--- src/fcs_pkg.sv ---
package fcs_pkg;

	localparam int FW     = 24;   // position, velocity and force fields
	localparam int CFG_W  = 23;   // widest configuration register
	localparam int CFG_IW = 2;    // configuration register index
	localparam int RT_W   = 25;   // square root result width
	localparam int PROD_W = 50;   // squared offset width

	localparam logic [CFG_IW-1:0] REG_MEMBER_COUNT = 2'd0;
	localparam logic [CFG_IW-1:0] REG_RADIUS       = 2'd1;
	localparam logic [CFG_IW-1:0] REG_TOP_SPEED    = 2'd2;

	localparam logic KIND_LOAD  = 1'b0;
	localparam logic KIND_QUERY = 1'b1;

	typedef enum logic [4:0] {
		ST_IDLE,
		ST_QRD,
		ST_QLAT,
		ST_WALK,
		ST_DRAIN,
		ST_DXS,
		ST_DXW,
		ST_DYS,
		ST_DYW,
		ST_MSQ,
		ST_MSUM,
		ST_RTS,
		ST_RTW,
		ST_SCL,
		ST_QXS,
		ST_QXW,
		ST_QYS,
		ST_QYW,
		ST_FIN
	} state_t;

	typedef enum logic [1:0] {
		DSEL_AVGX,
		DSEL_AVGY,
		DSEL_SCLX,
		DSEL_SCLY
	} div_sel_t;

	typedef struct packed {
		logic     load_we;
		logic     rd_en;
		logic     q_lat;
		logic     issue;
		logic     skip;
		logic     clr_acc;
		logic     div_start;
		div_sel_t div_sel;
		logic     div_cap;
		logic     msq;
		logic     msum;
		logic     rt_start;
		logic     scl;
		logic     fin;
		logic     bad;
	} cmd_t;

	typedef struct packed {
		logic pipe_busy;
		logic div_done;
		logic rt_done;
		logic cnt_zero;
		logic mag_zero;
		logic out_free;
	} status_t;

endpackage

--- src/fcs_ctrl.sv ---
module fcs_ctrl #(
	parameter int MAX_MEMBERS = 256
) (
	input  logic                                clk,
	input  logic                                arst_n,
	input  logic                                in_valid,
	input  logic                                kind,
	input  logic [7:0]                          member_index,
	input  logic [$clog2(MAX_MEMBERS+1)-1:0]    active,
	input  fcs_pkg::status_t                    sts,
	output logic                                in_ready,
	output fcs_pkg::cmd_t                       cmd,
	output logic [$clog2(MAX_MEMBERS)-1:0]      rd_addr
);

	localparam int AW  = $clog2(MAX_MEMBERS);
	localparam int ACW = $clog2(MAX_MEMBERS + 1);

	fcs_pkg::state_t state_q;
	fcs_pkg::state_t state_d;
	logic [AW-1:0]   walk_q;
	logic [AW-1:0]   qidx_q;
	logic            bad_q;
	logic            query_acc;
	logic            idx_bad;
	logic            walk_last;

	assign query_acc = (state_q == fcs_pkg::ST_IDLE) && in_valid && (kind == fcs_pkg::KIND_QUERY);
	assign idx_bad   = 32'(member_index) >= 32'(active);
	assign walk_last = (ACW'(walk_q) + ACW'(1)) == active;

	always_comb begin
		state_d = state_q;
		unique case (state_q)
			fcs_pkg::ST_IDLE:  if (query_acc) state_d = idx_bad ? fcs_pkg::ST_FIN : fcs_pkg::ST_QRD;
			fcs_pkg::ST_QRD:   state_d = fcs_pkg::ST_QLAT;
			fcs_pkg::ST_QLAT:  state_d = fcs_pkg::ST_WALK;
			fcs_pkg::ST_WALK:  if (walk_last) state_d = fcs_pkg::ST_DRAIN;
			fcs_pkg::ST_DRAIN: begin
				if (!sts.pipe_busy) state_d = sts.cnt_zero ? fcs_pkg::ST_FIN : fcs_pkg::ST_DXS;
			end
			fcs_pkg::ST_DXS:   state_d = fcs_pkg::ST_DXW;
			fcs_pkg::ST_DXW:   if (sts.div_done) state_d = fcs_pkg::ST_DYS;
			fcs_pkg::ST_DYS:   state_d = fcs_pkg::ST_DYW;
			fcs_pkg::ST_DYW:   if (sts.div_done) state_d = fcs_pkg::ST_MSQ;
			fcs_pkg::ST_MSQ:   state_d = fcs_pkg::ST_MSUM;
			fcs_pkg::ST_MSUM:  state_d = fcs_pkg::ST_RTS;
			fcs_pkg::ST_RTS:   state_d = fcs_pkg::ST_RTW;
			fcs_pkg::ST_RTW: begin
				if (sts.rt_done) state_d = sts.mag_zero ? fcs_pkg::ST_FIN : fcs_pkg::ST_SCL;
			end
			fcs_pkg::ST_SCL:   state_d = fcs_pkg::ST_QXS;
			fcs_pkg::ST_QXS:   state_d = fcs_pkg::ST_QXW;
			fcs_pkg::ST_QXW:   if (sts.div_done) state_d = fcs_pkg::ST_QYS;
			fcs_pkg::ST_QYS:   state_d = fcs_pkg::ST_QYW;
			fcs_pkg::ST_QYW:   if (sts.div_done) state_d = fcs_pkg::ST_FIN;
			fcs_pkg::ST_FIN:   if (sts.out_free) state_d = fcs_pkg::ST_IDLE;
			default:           state_d = fcs_pkg::ST_IDLE;
		endcase
	end

	always_comb begin
		cmd         = '0;
		cmd.div_sel = fcs_pkg::DSEL_AVGX;
		in_ready    = state_q == fcs_pkg::ST_IDLE;
		rd_addr     = (state_q == fcs_pkg::ST_QRD) ? qidx_q : walk_q;
		cmd.load_we = in_ready && in_valid && (kind == fcs_pkg::KIND_LOAD);
		cmd.rd_en   = (state_q == fcs_pkg::ST_QRD) || (state_q == fcs_pkg::ST_WALK);
		cmd.q_lat   = state_q == fcs_pkg::ST_QLAT;
		cmd.issue   = state_q == fcs_pkg::ST_WALK;
		cmd.skip    = walk_q == qidx_q;
		cmd.clr_acc = state_q == fcs_pkg::ST_QRD;
		cmd.msq     = state_q == fcs_pkg::ST_MSQ;
		cmd.msum    = state_q == fcs_pkg::ST_MSUM;
		cmd.rt_start = state_q == fcs_pkg::ST_RTS;
		cmd.scl     = state_q == fcs_pkg::ST_SCL;
		cmd.fin     = (state_q == fcs_pkg::ST_FIN) && sts.out_free;
		cmd.bad     = bad_q;
		unique case (state_q)
			fcs_pkg::ST_DXS, fcs_pkg::ST_DXW: cmd.div_sel = fcs_pkg::DSEL_AVGX;
			fcs_pkg::ST_DYS, fcs_pkg::ST_DYW: cmd.div_sel = fcs_pkg::DSEL_AVGY;
			fcs_pkg::ST_QXS, fcs_pkg::ST_QXW: cmd.div_sel = fcs_pkg::DSEL_SCLX;
			fcs_pkg::ST_QYS, fcs_pkg::ST_QYW: cmd.div_sel = fcs_pkg::DSEL_SCLY;
			default:                          cmd.div_sel = fcs_pkg::DSEL_AVGX;
		endcase
		cmd.div_start = (state_q == fcs_pkg::ST_DXS) || (state_q == fcs_pkg::ST_DYS)
			|| (state_q == fcs_pkg::ST_QXS) || (state_q == fcs_pkg::ST_QYS);
		cmd.div_cap = sts.div_done && ((state_q == fcs_pkg::ST_DXW)
			|| (state_q == fcs_pkg::ST_DYW) || (state_q == fcs_pkg::ST_QXW)
			|| (state_q == fcs_pkg::ST_QYW));
	end

	always_ff @(posedge clk or negedge arst_n) begin
		if (!arst_n) begin
			state_q <= fcs_pkg::ST_IDLE;
			walk_q  <= '0;
			qidx_q  <= '0;
			bad_q   <= 1'b0;
		end else begin
			state_q <= state_d;
			if (query_acc) begin
				qidx_q <= AW'(member_index);
				bad_q  <= idx_bad;
			end
			if (state_q == fcs_pkg::ST_QRD) begin
				walk_q <= '0;
			end else if (state_q == fcs_pkg::ST_WALK) begin
				walk_q <= walk_q + AW'(1);
			end
		end
	end

	a_walk_in_range: assert property (@(posedge clk) disable iff (!arst_n)
		state_q == fcs_pkg::ST_WALK |-> ACW'(walk_q) < active)
		else $error("walk address beyond active member count");

	a_bad_goes_fin: assert property (@(posedge clk) disable iff (!arst_n)
		query_acc && idx_bad |=> state_q == fcs_pkg::ST_FIN && bad_q)
		else $error("bad query index did not go straight to result");

	a_div_done_wait: assert property (@(posedge clk) disable iff (!arst_n)
		sts.div_done |-> (state_q == fcs_pkg::ST_DXW || state_q == fcs_pkg::ST_DYW
			|| state_q == fcs_pkg::ST_QXW || state_q == fcs_pkg::ST_QYW))
		else $error("divider finished outside a wait state");

	a_rt_done_wait: assert property (@(posedge clk) disable iff (!arst_n)
		sts.rt_done |-> state_q == fcs_pkg::ST_RTW)
		else $error("square root finished outside its wait state");

	a_no_issue_after_drain: assert property (@(posedge clk) disable iff (!arst_n)
		state_q == fcs_pkg::ST_DRAIN && !sts.pipe_busy |=> !sts.pipe_busy)
		else $error("walk pipeline refilled after drain");

endmodule

--- config.mk ---
export PLATFORM = sky130hd
export DESIGN_NAME = fcs_ctrl
export DESIGN_NICKNAME = d
export VERILOG_FILES = /design/src/fcs_pkg.sv /design/src/fcs_ctrl.sv
export SDC_FILE = /design/constraint.sdc
export NUM_CORES = 1
export LEC_CHECK = 0
export BUFFER_PORTS_ARGS = -buffer_cell sky130_fd_sc_hd__buf_2
export CORE_AREA = 5 5 68 70
export CTS_BUF_LIST = sky130_fd_sc_hd__clkbuf_4
export DETAILED_ROUTE_END_ITERATION = 10
export DIE_AREA = 0 0 73 75
export GPL_TIMING_DRIVEN = 0
export PLACE_DENSITY = 0.8
export SKIP_CTS_REPAIR_TIMING = 1
export SLEW_MARGIN = 20
export SYNTH_ARGS = -nofsm -noshare
export SYNTH_HDL_FRONTEND = slang
export SYNTH_SLANG_ARGS = --single-unit
--- constraint.sdc ---
create_clock -name clk -period 2.5 [get_ports clk]
set_input_delay 0.5 -clock clk [delete_from_list [all_inputs] [get_ports clk]]
set_output_delay 0.5 -clock clk [all_outputs]
set_load 0.01 [all_outputs]
After elaboration in Yosys (flattened, before gate mapping)
Memory sizes are Yosys's and may differ from the RTL's.
Cells that the tools add are included.
W data, S select, Z words.
{"block": "totals", "out_inout_bits": 25, "rom_bits": 64, "n_memories": 1, "word_cells": 69, "ff_bits": 22, "in_bits": 27}
{"block": "classes", "n_mux": 16, "order_cmp": 1, "add_sub_neg": 2, "bitwise": 1, "reduce_logical": 15, "n_eq_ne": 29}
{"memory": "(name not given)", "depth": 32, "word_bits": 2, "read_ports": 1, "rd_ports_with_merged_regs": 0, "wr": 0, "line_no": "fcs_ctrl.sv:79", "rtl": "unique case (state_q)"}
{"operator": "$pmux W5 S19", "n": 1}
{"operator": "$mux W5", "n": 12}
{"operator": "$eq A5 B4 Y1 const B", "n": 8}
{"operator": "$mux W8", "n": 3}
{"operator": "$eq A5 B3 Y1 const B", "n": 4}
{"operator": "$eq A5 B5 Y1 const B", "n": 3}
{"operator": "$ne A2 B2 Y1 const B", "n": 7}
{"operator": "$eq A5 B2 Y1 const B", "n": 2}
{"operator": "$add A8 B1 Y9 const B", "n": 1}
{"operator": "$eq A9 B9 Y1", "n": 1}
{"operator": "$ge A8 B9 Y1", "n": 1}
{"operator": "$reduce_and A9 Y1", "n": 1}
{"operator": "$add A8 B1 Y8 const B", "n": 1}
{"operator": "$eq A8 B8 Y1", "n": 1}
{"operator": "$logic_or A1 B1 Y1", "n": 7}
{"operator": "$eq A5 B1 Y1 const B", "n": 1}
{"operator": "$logic_and A1 B1 Y1", "n": 5}
{"operator": "$logic_not A5 Y1", "n": 1}
{"operator": "$ne A2 B1 Y1 const B", "n": 2}
{"operator": "$reduce_bool A2 Y1", "n": 1}
{"operator": "$not A1 Y1", "n": 1}

Logic depth before layout (Yosys ltp)
{"block": "depth", "word_depth": 5, "ltp_mapped": 9, "mapped_depth_nobuf": 8}

Least setup slack after synthesis
Ideal clock, no wire load.
{"block": "synth_path", "path_type": "reg2out", "startpoint": "reg state_q[2]", "endpoint": "out rd_addr[0]", "required_ns": 2.000, "t_arrival_ns": 1.517, "slack_ns": 0.483, "path_stages_with_launch": 6, "n_path_buf": 1, "path_cell_list": "dfrtp_1 -> buf_2 -> nor2b_1 -> nand2_2 -> nor2_2 -> mux2_2"}
{"item": "start, declared", "line_no": "fcs_ctrl.sv:19", "rtl": "fcs_pkg::state_t state_q;"}
{"item": "start signal, assigned", "line_no": "fcs_ctrl.sv:95", "rtl": "state_q <= fcs_pkg::ST_IDLE;"}
{"item": "start signal, assigned", "line_no": "fcs_ctrl.sv:100", "rtl": "state_q <= state_d;"}
{"item": "end, declared", "line_no": "fcs_ctrl.sv:13", "rtl": "output logic [$clog2(MAX_MEMBERS)-1:0] rd_addr"}

Worst setup path in the final report
{"block": "layout_path", "startpoint": "reg state_q[2]", "endpoint": "out rd_addr[6]"}
{"block": "layout_via", "elab_chain_len": 2}
{"item": "$eq A5 B1 Y1", "line_no": "fcs_ctrl.sv:66", "rtl": "rd_addr = (state_q == fcs_pkg::ST_QRD) ? qidx_q : walk_q;"}
{"item": "$mux W8", "line_no": "fcs_ctrl.sv:66"}
No other way between the ends.

==> flow_summary.toml <==
[status]
outcome = "finished, final reports clean"

[synth]
synthArstFlopShare_pct = 100.0
synth_top_cell_by_area = "dfrtp_1"
synth.distinct_cells = 53
synth_edf_count = 0
synth_most_common_cell = "nand2_1"
synth_cells = 256
synthesis.area_um2 = 2100
yosys_most_used_dff = "dfrtp_1"
yosysWarnings = 0
synth.top_cell.area_share_pct = 26.22
synth_seq_cells = 22
ys_seq_area_share_pct = 26.22
syn_area_per_cell_um2 = 8.201
synth.area.top_cells = "dfrtp_1, mux2_2, xnor2_1, ha_1, nand2_1"
synth_common_cells = "nand2_1, dfrtp_1, nor2_1"
synth_nets = 292

[floorplanning]
boundaryPins = 52
die_w_um = 73
initial_core_util_pct = 53.64
core_um2 = 3914
dieHeight_um = 75
die-area_um2 = 5475
rows = 23

[drt]
dr.pass1.iters = 5
drc = 0
via_count = 2109
first_iter_violations = 245
viasPerCell = 5.810
final_antenna_net_count = 0
wl_per_cell_um = 15.55
wl_um = 5645

[power]
p_leak_nw = 1.187
ir_worst_vdd_mv = 0.6915
powerDensity_nw_per_um2 = 1043
power_mw = 2.603

[worst_setup_path]
timing.rr.end = "state_q[1]"
crit_type = "reg2out"
crit_arrival_ns = 1.93
setup.worst_path.end_class = "primary output"
r2r_slack_ns = 0.14
path_max_fanout = 10
r2r_cells = 7
r2r_start = "walk_q[1]"
startpoint_type = "flop"
cp.required_ns = 2.00

[clock_tree]
cts_buffer_depth = 2
tritoncts = "yes"
cts-root-buf = "clkbuf_4"
insertion_delay_ns = 0.32
cts_sinks = 22
cts.htree.levels = 1
path_clk_slew_ns = 0.13
cts_inserted_buffers = 3

[timing]
maxSlewViolCount = 0
fmax_mhz = 411.5
hold_viol_final = 0
finalHoldWorstSlack_ns = 0.1339
finClkSkew_ns = 0.001466
slew_headroom_pct = 64.58
fin_crit_ns = 2.430
timing.final.crit_share_pct = 97.19
setup_ws_ns = 0.07014
worst_pin_slew_ns = 0.5231
finalSetupViolCount = 0

[global_routing]
grt_pass1_wl_um = 9308
antenna_found_initial = 0
grt-busiest-layer = "met2"
use_met2_pct = 36.64
grtUsageMet3_pct = 2.804
grt_pass1_vias = 2007
grt_overflow = 0
grt_start_max_net_pins = 23
grt.total_usage_pct = 21.12
grtUsageMet1_pct = 28.62

[layout]
fin_area_um2 = 2495
fin_nets = 350
drive_above_1_share_pct = 32.27
area_delta_synth_final_pct = 18.83
ff_latch_area_um2 = 551.8
antenna_cells = 0
fillCellCount = 346
multi_input_area_um2 = 1434

[placement]
place_hpwl_um = 4338
dp_slack_ns = 0.2062
placed_cell_area_um2 = 2417
gp_congestion = 0.9478
io_buffers = 51

[job]
cap_violations = 0

[worst_hold_path]
hold_class = "in2async"
## power breakdown
part,leakage [nW],switching [mW],internal [mW],total (mW)
registers,0.271,0.136,0.501,0.637
logic,0.900,1.02,0.774,1.79
clock network,0.0154,0.116,0.0586,0.175
total,1.19,1.27,1.33,2.60
## cells in the final DEF, fill, tap and decap left out, types with 6 or more instances in the layout
cell type,n
a21oi_1,15
buf_2,62
dfrtp_1,21
ha_1,9
inv_1,15
mux2_2,16
nand2_1,30
nor2_1,17
nor3_1,6
o21ai_0,17
xnor2_1,13
## stage by stage
step	cells	util, %	TNS, ns
6_report	363	63.75	0
5_1_grt	363	63.75	-0.03790
4_1_cts	361	62.44	-1.270
3_5_place_dp	357	61.76	0
3_3_place_gp	357	61.76	0
2_1_floorplan	256	-	0
## critical path, stage by stage (launching register included)
cell and delay, ns:
dfrtp_1 0.40, buf_2 0.18, nor2b_2 0.19, nand2_4 0.12
nor2_4 0.21, mux2_2 0.36, buf_2 0.14
## sequential cells by signal, summed over array words and instances, names as in the netlist
name	cells
state_q	5
qidx_q	8
walk_q	8
bad_q	1
## logic make-up (layout without fill, tap and decap cells)
kind of cell / after synthesis / count (layout) / synth area share, %
buf+inv: 34 / 90 / 7.032
mux: 20 / 20 / 10.49
compound gates: 62 / 62 / 20.20
simple gates: 92 / 93 / 23.60
fa+ha+maj: 9 / 9 / 5.364
xor+xnor: 17 / 17 / 7.092
flops: 22 / 22 / 26.22
## final cells by class
class | count | share of cell area (%)
buffer | 17 | 3.460
clock buffer | 3 | 0.9027
clock inverter | 1 | 0.1505
inverter | 16 | 2.558
multi-input combinational | 201 | 57.47
sequential | 22 | 22.12
tap | 50 | 2.508
timing repair buffer | 53 | 10.83
## metal layers
metal	vias to the layer above	part of all wire [%]	wire [µm]
met1	994	44	2481
met2	76	50	2813
li1	1029	-	-
met3	10	5.2	295
met4	0	0.97	55
met5	-	0	0
## worst max path at each step
stage                     startpoint    endpoint  slack (ns)
final                     state_q[2]  rd_addr[6]        0.07
after global routing      state_q[3]      cmd[8]       -0.01
after CTS                 state_q[1]  rd_addr[6]       -0.16
after detailed placement  state_q[1]  rd_addr[6]        0.21
after global placement    state_q[1]  rd_addr[6]        0.19
after floorplan           state_q[2]  rd_addr[0]        0.48
No activity file was read; power rests on OpenSTA's default activity.
